--- src/hdl/pisd_pkg.sv ---
`default_nettype none
// ----------------------------------------------------------------------------
// Palette image stream decoder package
// Shared sizes, status codes, color constants and the parser-to-output
// request descriptor.
// ----------------------------------------------------------------------------
package pisd_pkg;

   // sizing
   localparam int PALETTE_DEPTH = 256;
   localparam int MAX_DIM       = 4096;

   localparam int BYTE_W  = 8;
   localparam int COLOR_W = 16;
   localparam int PAL_AW  = (PALETTE_DEPTH > 1) ? $clog2(PALETTE_DEPTH) : 1;
   localparam int DIM_W   = $clog2(MAX_DIM + 1);
   localparam int PIX_W   = $clog2(longint'(MAX_DIM) * longint'(MAX_DIM) + 64'd1);

   // result status codes
   localparam logic [1:0] STATUS_OK    = 2'd0;
   localparam logic [1:0] STATUS_RANGE = 2'd1;
   localparam logic [1:0] STATUS_DIM   = 2'd2;

   // alpha nibble handling
   localparam logic [COLOR_W-1:0] ALPHA_CLEAR_MASK = 16'h0FFF;
   localparam logic [COLOR_W-1:0] ALPHA_SET_BITS   = 16'hF000;

   // descriptor of a result produced by one accepted request
   typedef struct packed {
      logic       valid;
      logic [1:0] status;
      logic       last;
      logic       clear_alpha;
   } issue_type;

endpackage
`default_nettype wire

--- src/hdl/pisd_ram.sv ---
`default_nettype none
// ----------------------------------------------------------------------------
// Generic RAM
// One write port, one read port with registered read data and read enable.
// ----------------------------------------------------------------------------
module pisd_ram #(
   parameter int WIDTH = 16,
   parameter int DEPTH = 256
) (
   input  wire logic                                     clock,
   input  wire logic                                     wr_en,
   input  wire logic [((DEPTH > 1) ? $clog2(DEPTH) : 1)-1:0] wr_addr,
   input  wire logic [WIDTH-1:0]                         wr_data,
   input  wire logic                                     rd_en,
   input  wire logic [((DEPTH > 1) ? $clog2(DEPTH) : 1)-1:0] rd_addr,
   output logic      [WIDTH-1:0]                         rd_data
);

   logic [WIDTH-1:0] mem_ff [DEPTH];
   logic [WIDTH-1:0] rd_data_ff;

   always_ff @(posedge clock) begin
      if (wr_en) begin
         mem_ff[wr_addr] <= wr_data;
      end
      if (rd_en) begin
         rd_data_ff <= mem_ff[rd_addr];
      end
   end

   assign rd_data = rd_data_ff;

endmodule
`default_nettype wire

--- src/hdl/pisd_parser.sv ---
`default_nettype none
// ----------------------------------------------------------------------------
// Palette image stream parser
// Header and palette parse state; one byte per accepted request. Writes the
// palette RAM, issues the pixel read and describes the result, if any.
// ----------------------------------------------------------------------------
module pisd_parser (
   input  wire logic                               clock,
   input  wire logic                               reset,
   input  wire logic                               take,
   input  wire logic [pisd_pkg::BYTE_W-1:0]        data_byte,
   input  wire logic                               start_of_file,
   output logic                                    pal_wr_en,
   output logic      [pisd_pkg::PAL_AW-1:0]        pal_wr_addr,
   output logic      [pisd_pkg::COLOR_W-1:0]       pal_wr_data,
   output logic      [pisd_pkg::PAL_AW-1:0]        pal_rd_addr,
   output pisd_pkg::issue_type                     issue
);

   localparam logic [2:0] PH_IDLE    = 3'd0;
   localparam logic [2:0] PH_WIDTH   = 3'd1;
   localparam logic [2:0] PH_HEIGHT  = 3'd2;
   localparam logic [2:0] PH_FLAG    = 3'd3;
   localparam logic [2:0] PH_KEY     = 3'd4;
   localparam logic [2:0] PH_COUNT   = 3'd5;
   localparam logic [2:0] PH_PALETTE = 3'd6;
   localparam logic [2:0] PH_PIXELS  = 3'd7;

   localparam int DW = pisd_pkg::DIM_W;
   localparam int PW = pisd_pkg::PIX_W;

   logic [2:0]                    phase_ff, phase_in;
   logic [1:0]                    cnt_ff, cnt_in;
   logic [23:0]                   shift_ff, shift_in;
   logic [DW-1:0]                 width_ff, width_in;
   logic [DW-1:0]                 height_ff, height_in;
   logic                          key_en_ff, key_en_in;
   logic [15:0]                   key_ff, key_in;
   logic [7:0]                    count_ff, count_in;
   logic [7:0]                    fill_ff, fill_in;
   logic                          found_ff, found_in;
   logic [7:0]                    trans_ff, trans_in;
   logic [PW-1:0]                 remain_ff, remain_in;

   logic [2:0]                    ph;
   logic [1:0]                    cnt;
   logic [31:0]                   raw;
   logic [15:0]                   word16;
   logic                          too_large;
   logic [DW-1:0]                 dim;
   logic [8:0]                    usable;
   logic [7:0]                    fill_next;
   logic [2:0]                    after_pal;
   logic                          pal_slot_ok;

   // a start flag restarts the parse from any phase
   assign ph  = start_of_file ? PH_WIDTH : phase_ff;
   assign cnt = start_of_file ? 2'd0 : cnt_ff;

   assign raw       = {shift_ff, data_byte};
   assign word16    = {shift_ff[7:0], data_byte};
   assign too_large = !raw[31] && (raw > 32'(pisd_pkg::MAX_DIM));
   assign dim       = (raw[31] || too_large) ? '0 : raw[DW-1:0];
   assign usable    = ({1'b0, count_ff} < 9'(pisd_pkg::PALETTE_DEPTH)) ?
                      {1'b0, count_ff} : 9'(pisd_pkg::PALETTE_DEPTH);
   assign fill_next = fill_ff + 8'd1;
   assign after_pal = (remain_ff != '0) ? PH_PIXELS : PH_IDLE;
   assign pal_slot_ok = {1'b0, fill_ff} < 9'(pisd_pkg::PALETTE_DEPTH);

   assign pal_wr_addr = fill_ff[pisd_pkg::PAL_AW-1:0];
   assign pal_wr_data = word16;
   assign pal_rd_addr = data_byte[pisd_pkg::PAL_AW-1:0];

   always_comb begin
      phase_in  = ph;
      cnt_in    = cnt;
      shift_in  = shift_ff;
      width_in  = width_ff;
      height_in = height_ff;
      key_en_in = key_en_ff;
      key_in    = key_ff;
      count_in  = count_ff;
      fill_in   = fill_ff;
      found_in  = found_ff;
      trans_in  = trans_ff;
      remain_in = remain_ff;
      pal_wr_en = 1'b0;
      issue     = '0;

      unique case (ph) inside
         PH_WIDTH, PH_HEIGHT: begin
            shift_in = raw[23:0];
            cnt_in   = cnt + 2'd1;
            if (cnt == 2'd3) begin
               if (too_large) begin
                  phase_in     = PH_IDLE;
                  issue.valid  = 1'b1;
                  issue.status = pisd_pkg::STATUS_DIM;
               end else if (ph == PH_WIDTH) begin
                  width_in = dim;
                  phase_in = PH_HEIGHT;
               end else begin
                  height_in = dim;
                  phase_in  = PH_FLAG;
               end
            end
         end
         PH_FLAG: begin
            // height is final here; the pixel total is formed one byte late
            key_en_in = data_byte != '0;
            cnt_in    = 2'd0;
            remain_in = PW'(width_ff) * PW'(height_ff);
            phase_in  = PH_KEY;
         end
         PH_KEY: begin
            shift_in = raw[23:0];
            cnt_in   = cnt + 2'd1;
            if (cnt == 2'd1) begin
               key_in   = word16;
               cnt_in   = 2'd0;
               phase_in = PH_COUNT;
            end
         end
         PH_COUNT: begin
            count_in = data_byte;
            fill_in  = '0;
            found_in = 1'b0;
            cnt_in   = 2'd0;
            phase_in = (data_byte != '0) ? PH_PALETTE : after_pal;
         end
         PH_PALETTE: begin
            shift_in = raw[23:0];
            cnt_in   = cnt + 2'd1;
            if (cnt == 2'd1) begin
               cnt_in = 2'd0;
               if (pal_slot_ok) begin
                  pal_wr_en = 1'b1;
                  if (key_en_ff && !found_ff && word16 == key_ff) begin
                     found_in = 1'b1;
                     trans_in = fill_ff;
                  end
               end
               fill_in = fill_next;
               if (fill_next == count_ff) begin
                  phase_in = after_pal;
               end
            end
         end
         PH_PIXELS: begin
            issue.valid = 1'b1;
            if ({1'b0, data_byte} >= usable) begin
               phase_in     = PH_IDLE;
               issue.status = pisd_pkg::STATUS_RANGE;
            end else begin
               issue.status      = pisd_pkg::STATUS_OK;
               issue.last        = remain_ff == PW'(1);
               issue.clear_alpha = key_en_ff && found_ff && (data_byte == trans_ff);
               remain_in         = remain_ff - PW'(1);
               if (remain_ff == PW'(1)) begin
                  phase_in = PH_IDLE;
               end
            end
         end
         default: begin
            phase_in = PH_IDLE;
         end
      endcase

      if (!take) begin
         pal_wr_en = 1'b0;
         issue     = '0;
      end
   end

   always_ff @(posedge clock) begin
      if (reset) begin
         phase_ff  <= PH_IDLE;
         cnt_ff    <= '0;
         shift_ff  <= '0;
         width_ff  <= '0;
         height_ff <= '0;
         key_en_ff <= 1'b0;
         key_ff    <= '0;
         count_ff  <= '0;
         fill_ff   <= '0;
         found_ff  <= 1'b0;
         trans_ff  <= '0;
         remain_ff <= '0;
      end else if (take) begin
         phase_ff  <= phase_in;
         cnt_ff    <= cnt_in;
         shift_ff  <= shift_in;
         width_ff  <= width_in;
         height_ff <= height_in;
         key_en_ff <= key_en_in;
         key_ff    <= key_in;
         count_ff  <= count_in;
         fill_ff   <= fill_in;
         found_ff  <= found_in;
         trans_ff  <= trans_in;
         remain_ff <= remain_in;
      end
   end

endmodule
`default_nettype wire

--- src/hdl/pisd_out.sv ---
`default_nettype none
// ----------------------------------------------------------------------------
// Palette image stream output stage
// Holds the descriptor beside the palette read data, applies the alpha
// nibble and drives the result register. Generates input back-pressure.
// ----------------------------------------------------------------------------
module pisd_out (
   input  wire logic                               clock,
   input  wire logic                               reset,
   input  wire logic                               take,
   input  wire pisd_pkg::issue_type                issue,
   input  wire logic [pisd_pkg::COLOR_W-1:0]       rd_data,
   input  wire logic                               rsp_stall,
   output logic                                    req_stall,
   output logic                                    rsp_valid,
   output logic      [pisd_pkg::COLOR_W-1:0]       rsp_pixel,
   output logic                                    rsp_last_pixel,
   output logic      [1:0]                         rsp_status
);

   pisd_pkg::issue_type              mid_ff;
   logic                             rsp_valid_ff;
   logic [pisd_pkg::COLOR_W-1:0]     pixel_ff, pixel_in;
   logic                             last_ff;
   logic [1:0]                       status_ff;
   logic                             advance;

   // result register frees when empty or taken this cycle
   assign advance   = !rsp_valid_ff || !rsp_stall;
   assign req_stall = mid_ff.valid && !advance;

   always_comb begin
      if (mid_ff.status != pisd_pkg::STATUS_OK) begin
         pixel_in = '0;
      end else if (mid_ff.clear_alpha) begin
         pixel_in = rd_data & pisd_pkg::ALPHA_CLEAR_MASK;
      end else begin
         pixel_in = rd_data | pisd_pkg::ALPHA_SET_BITS;
      end
   end

   always_ff @(posedge clock) begin
      if (reset) begin
         mid_ff       <= '0;
         rsp_valid_ff <= 1'b0;
      end else begin
         if (take) begin
            mid_ff <= issue;
         end else if (advance) begin
            mid_ff.valid <= 1'b0;
         end
         if (advance) begin
            rsp_valid_ff <= mid_ff.valid;
         end
      end
   end

   always_ff @(posedge clock) begin
      if (advance) begin
         pixel_ff  <= pixel_in;
         last_ff   <= mid_ff.last;
         status_ff <= mid_ff.status;
      end
   end

   assign rsp_valid      = rsp_valid_ff;
   assign rsp_pixel      = pixel_ff;
   assign rsp_last_pixel = last_ff;
   assign rsp_status     = status_ff;

endmodule
`default_nettype wire

--- src/hdl/palette_image_stream_decoder_unit.sv ---
`default_nettype none
// ----------------------------------------------------------------------------
// Palette image stream decoder
// Parses an indexed-color image byte stream and expands each pixel index
// through a 16-bit palette with color-key transparency.
// ----------------------------------------------------------------------------
// Usage:
//  - req_ channel: one stream byte per request (req_data_byte); set
//    req_start_of_file on the first width byte to (re)start a parse.
//  - rsp_ channel: one result per pixel byte, or one error result (index
//    out of range, dimension too large) after which the parser goes idle.
//    Other header bytes and palette bytes produce no result.
//  - Path: an accepted pixel request reads the palette RAM and registers
//    its descriptor; both then feed the result register behind rsp_valid.
//  - Throughput: one request per cycle while req_stall is low; limited by
//    the single palette read port, which serves one pixel per cycle.
//  - Stall: up to two results are buffered (the RAM read stage and the
//    result register); req_stall rises only when both hold data and the
//    receiver stalls.
//  - Reset: parser idle, no buffered results. Palette contents are not
//    cleared; a pixel only reads entries written for its own image.
// ----------------------------------------------------------------------------
module palette_image_stream_decoder_unit (
   input  wire logic                               clock,
   input  wire logic                               reset,
   input  wire logic                               req_valid,
   output logic                                    req_stall,
   input  wire logic [pisd_pkg::BYTE_W-1:0]        req_data_byte,
   input  wire logic                               req_start_of_file,
   output logic                                    rsp_valid,
   input  wire logic                               rsp_stall,
   output logic      [pisd_pkg::COLOR_W-1:0]       rsp_pixel,
   output logic                                    rsp_last_pixel,
   output logic      [1:0]                         rsp_status
);

   logic                               take;
   logic                               pal_wr_en;
   logic [pisd_pkg::PAL_AW-1:0]        pal_wr_addr;
   logic [pisd_pkg::COLOR_W-1:0]       pal_wr_data;
   logic [pisd_pkg::PAL_AW-1:0]        pal_rd_addr;
   logic [pisd_pkg::COLOR_W-1:0]       pal_rd_data;
   pisd_pkg::issue_type                issue;

   // request accepted this edge
   assign take = req_valid && !req_stall;

   // header / palette parse; writes palette, describes results
   pisd_parser u_parser (
      .clock         (clock),
      .reset         (reset),
      .take          (take),
      .data_byte     (req_data_byte),
      .start_of_file (req_start_of_file),
      .pal_wr_en     (pal_wr_en),
      .pal_wr_addr   (pal_wr_addr),
      .pal_wr_data   (pal_wr_data),
      .pal_rd_addr   (pal_rd_addr),
      .issue         (issue)
   );

   // palette store; read on every accepted request so the data lines up
   // with the descriptor held in the output stage
   pisd_ram #(
      .WIDTH (pisd_pkg::COLOR_W),
      .DEPTH (pisd_pkg::PALETTE_DEPTH)
   ) u_palette (
      .clock   (clock),
      .wr_en   (pal_wr_en),
      .wr_addr (pal_wr_addr),
      .wr_data (pal_wr_data),
      .rd_en   (take),
      .rd_addr (pal_rd_addr),
      .rd_data (pal_rd_data)
   );

   // alpha handling, result register, back-pressure
   pisd_out u_out (
      .clock          (clock),
      .reset          (reset),
      .take           (take),
      .issue          (issue),
      .rd_data        (pal_rd_data),
      .rsp_stall      (rsp_stall),
      .req_stall      (req_stall),
      .rsp_valid      (rsp_valid),
      .rsp_pixel      (rsp_pixel),
      .rsp_last_pixel (rsp_last_pixel),
      .rsp_status     (rsp_status)
   );

endmodule
`default_nettype wire

--- config.mk ---
export PLATFORM = sky130hd
export DESIGN_NAME = palette_image_stream_decoder_unit
export DESIGN_NICKNAME = d
export VERILOG_FILES = /design/src/hdl/pisd_pkg.sv /design/src/hdl/pisd_ram.sv /design/src/hdl/pisd_parser.sv /design/src/hdl/pisd_out.sv /design/src/hdl/palette_image_stream_decoder_unit.sv
export SDC_FILE = /design/constraint.sdc
export NUM_CORES = 2
export LEC_CHECK = 0
export BUFFER_PORTS_ARGS = -buffer_cell sky130_fd_sc_hd__clkbuf_2
export CORE_MARGIN = 2
export CORE_UTILIZATION = 35
export DETAILED_ROUTE_END_ITERATION = 10
export SLEW_MARGIN = 25
export SYNTH_ARGS = -nofsm -noshare
export SYNTH_HDL_FRONTEND = slang
export SYNTH_HIERARCHICAL = 1
export SYNTH_SLANG_ARGS = --single-unit
--- constraint.sdc ---
create_clock -name clock -period 5.36 [get_ports clock]
set_clock_uncertainty 0.15 [all_clocks]
set_input_delay 0 -clock clock [delete_from_list [all_inputs] [get_ports clock]]
set_output_delay 0 -clock clock [all_outputs]
set_load 0.02 [all_outputs]
==> results.rst <==
.. list-table::
   :header-rows: 1

   * - Metric
     - Value
   * - Run status
     - complete, no violations
   * - Count of buffers from port buffering
     - 33
   * - Final Slew Violations
     - 0
   * - Clock buffer depth
     - 4
   * - Cell Rows
     - around 230
   * - Wire length of the first global-routing pass
     - approximately 500 mm
   * - Boundary Pins
     - 34
   * - Critical Path Fanout Max
     - 5
   * - Number of vias per cell
     - approximately 5.5
   * - Timing-limited maximum frequency
     - around 190 MHz
   * - CTS buffer count
     - approximately 340
   * - Initial antenna violation count
     - 14
   * - Internal portion of total power
     - approximately 0.042 W
   * - Met1 usage in global routing
     - about a quarter
   * - Area of the core
     - 379,000 sq um
   * - Required time of the worst setup path
     - just over 6 ns
   * - Total vias in the final route
     - 70,753
   * - Max capacitance violation total
     - 0
   * - Cells on Worst Hold Path
     - 4
   * - Initial standard-cell utilization of the core
     - between 30% and 40%
   * - Category of the most critical setup path
     - flip-flop to flip-flop
   * - Detailed-router iteration count before antenna repair
     - 5
   * - Met2 Track Usage GR
     - 27.7%
   * - Area of the die
     - around 390,000 sq um
   * - Remaining DRCs
     - 0
   * - Sw power
     - 0.0114 W
   * - Combinational Power Share
     - between 4 and 5%
   * - Worst path max stage delay
     - 0.55 ns
   * - Post-layout net count
     - around 8,000
   * - Most used routing layer in global routing
     - met2
   * - Largest net degree at the start of global routing
     - 184
   * - Final setup violation count
     - 0
   * - Final hold vios
     - 0
   * - Clock tree root driver cell
     - sky130_fd_sc_hd__clkbuf_16
   * - Total negative setup slack
     - 0 ns
   * - Average cell area after synthesis
     - 18.3 sq um
   * - Synthesis Warnings
     - 6
   * - Netlist area before placement
     - ~130,000 sq um
   * - Arr. time, crit path
     - between 6 and 7 ns
   * - VDD IR max
     - ~280 uV
   * - Worst min path class
     - input port to flip-flop
   * - Type of destination of the critical path
     - flip-flop
   * - Max stage delay cell, worst path
     - sky130_fd_sc_hd__fa_1
   * - Crit-path cells
     - buf_6 > and2_4 > fa_1 > inv_2 > fa_1 > inv_1 > fa_1 > fa_1 > inv_1 > fa_1 > inv_2 > ha_4 > buf_4 > buf_4 > a221o_1 > a31oi_2 > buf_4 > mux2i_1 > o21ai_1 > a31oi_1
   * - Average wire per cell in the routed design
     - 26.7 um
   * - Sequential power share
     - slightly above 50%
   * - Met3 Use GR
     - between 3 and 4%
   * - Worst slew pin tran
     - roughly 1.1 ns
   * - Number of cell instances on the worst register-to-register path
     - 20
   * - Final setup margin
     - approximately 0.027 ns
   * - Horizontal extent of the die
     - about 620 um
   * - Sinks on Clock Net
     - roughly 3,200
   * - PwrDens
     - around 350 nW/um^2
   * - Drt initial violations
     - 8,349
   * - P&R area growth vs syn
     - 14.8%
   * - Unrepaired setup endpoints after global routing
     - yes
   * - Detailed placement HPWL
     - between 200 and 250 mm
   * - Routability-driven placement congestion ratio
     - around 0.85
   * - Commonest non-fill, non-tap cell in the layout
     - sky130_fd_sc_hd__edfxtp_1
   * - Clock-pin slew on the worst setup and hold paths
     - around 0.06 ns
   * - Shortest period the worst path allows
     - around 5.3 ns
   * - Synth Net Count
     - approximately 7,500
   * - Vias in the first global route
     - around 70,000
   * - Top library cells by usage in the layout, fill and taps aside
     - sky130_fd_sc_hd__edfxtp_1, sky130_fd_sc_hd__mux4_2, sky130_fd_sc_hd__buf_4
   * - Residual overflow from global routing
     - 0
   * - Insertion delay of the later-clocked pin in the worst-skew pair
     - slightly above 0.9 ns
   * - Startpoint class of the critical path
     - flip-flop
   * - Cell count after synthesis
     - around 7,300
   * - Share of the clock period used by the worst path
     - between 90% and 100%
   * - Fraction of final layout cells sized beyond drive strength 1
     - 24.0%
   * - Proportion of power drawn by the clock network
     - between 40% and 50%
   * - Total number of H-tree levels
     - 5
   * - Crit path top cell by count
     - sky130_fd_sc_hd__fa_1
   * - Switch share
     - about a fifth
   * - Leak
     - 51.1 nW
   * - DIE HEIGHT
     - a little over 600 um
   * - TritonCTS clock tree
     - yes
   * - Total track usage
     - between 10% and 20%
   * - Wirelength, routed
     - about 350 mm
   * - Post-detailed-route count of antenna-violating nets
     - 0
   * - Setup WS pre-CTS
     - -0.344 ns
   * - Worst rel slew slack
     - roughly 29%
[power by group through the flow]
stage                     combinational [W]  sequential, W  clock (W)
after floorplan                     0.00160         0.0282          0
after global placement              0.00245         0.0282          0
after detailed placement            0.00250         0.0282          0
after CTS                           0.00252         0.0277     0.0239
after global routing                0.00266         0.0277     0.0249
final                               0.00252         0.0277     0.0235
[worst paths after layout]
kind                                      start                                   to  slack (ns)
min                            req_data_byte[1]    u_parser/shift_ff[1]$_SDFFE_PP0P_        0.05
max reg2reg   u_parser/width_ff[9]$_SDFFE_PP0P_  u_parser/remain_ff[21]$_SDFFE_PP0P_        0.03
max           u_parser/width_ff[9]$_SDFFE_PP0P_  u_parser/remain_ff[21]$_SDFFE_PP0P_        0.03
min reg2reg  u_parser/shift_ff[20]$_SDFFE_PP0P_   u_parser/shift_ff[20]$_SDFFE_PP0P_        0.31
[sequential cells by signal, indices dropped and copies added, names as in the netlist, 8 cells and up]
name and count:
u_parser/count_ff 8, u_palette/rd_data 12, u_parser/height_ff 13, u_out/rsp_pixel 13
u_parser/key_ff 16, u_parser/width_ff 13, u_parser/pal_wr_addr 8, u_palette/mem_ff 3072
u_parser/trans_ff 8, u_parser/shift_ff 24, u_parser/remain_ff 25
[routing by layer]
layer	up-vias	share of wire, %
li1	29786	-
met1	37467	42
met2	2996	47
met3	500	8.4
met4	4	3.2
met5	-	0.0067
[through the flow]
stage	util, %	std cells	area, sq um	total power (W)	hold WS (ns)
global placement	37.2	12283	141000	0.0307	0.135
global route	40.3	12939	153000	0.0552	0.0586
floorplan	-	7268	133000	0.0298	-0.0809
detailed placement	37.2	12284	141000	0.0307	0.147
finish	40.3	12941	153000	0.0537	0.0505
CTS	40.2	12926	152000	0.0541	0.0167
[worst max-delay path, delay by kind of cell (launching register included)]
kind            cells  cell delay (ns)
fa+ha+maj           6             2.85
compound gates      4             0.85
buf+inv             8             0.73
flops               1             0.35
mux                 1             0.18
simple gates        1             0.15
[repair_timing]
item,4_1_cts,5_1_grt
endpoints found under the setup margin,9,13
pin swaps,26,81
hold buffers,23,0
gates resized for setup,52,77
buffers inserted,5,11
hold endpoints to repair,1612,0
[cell type report]
cell class,count,area [sq um]
diodes,3,7.51
clock inverters,197,2130
repair buffers,609,5100
well taps,5016,6280
clock buffers,417,8960
multi-input cells,3272,33900
fillers,33512,226000
flip-flops and latches,3228,95700
inverters,199,754
Note: power is estimated with default switching activity, not from simulation.
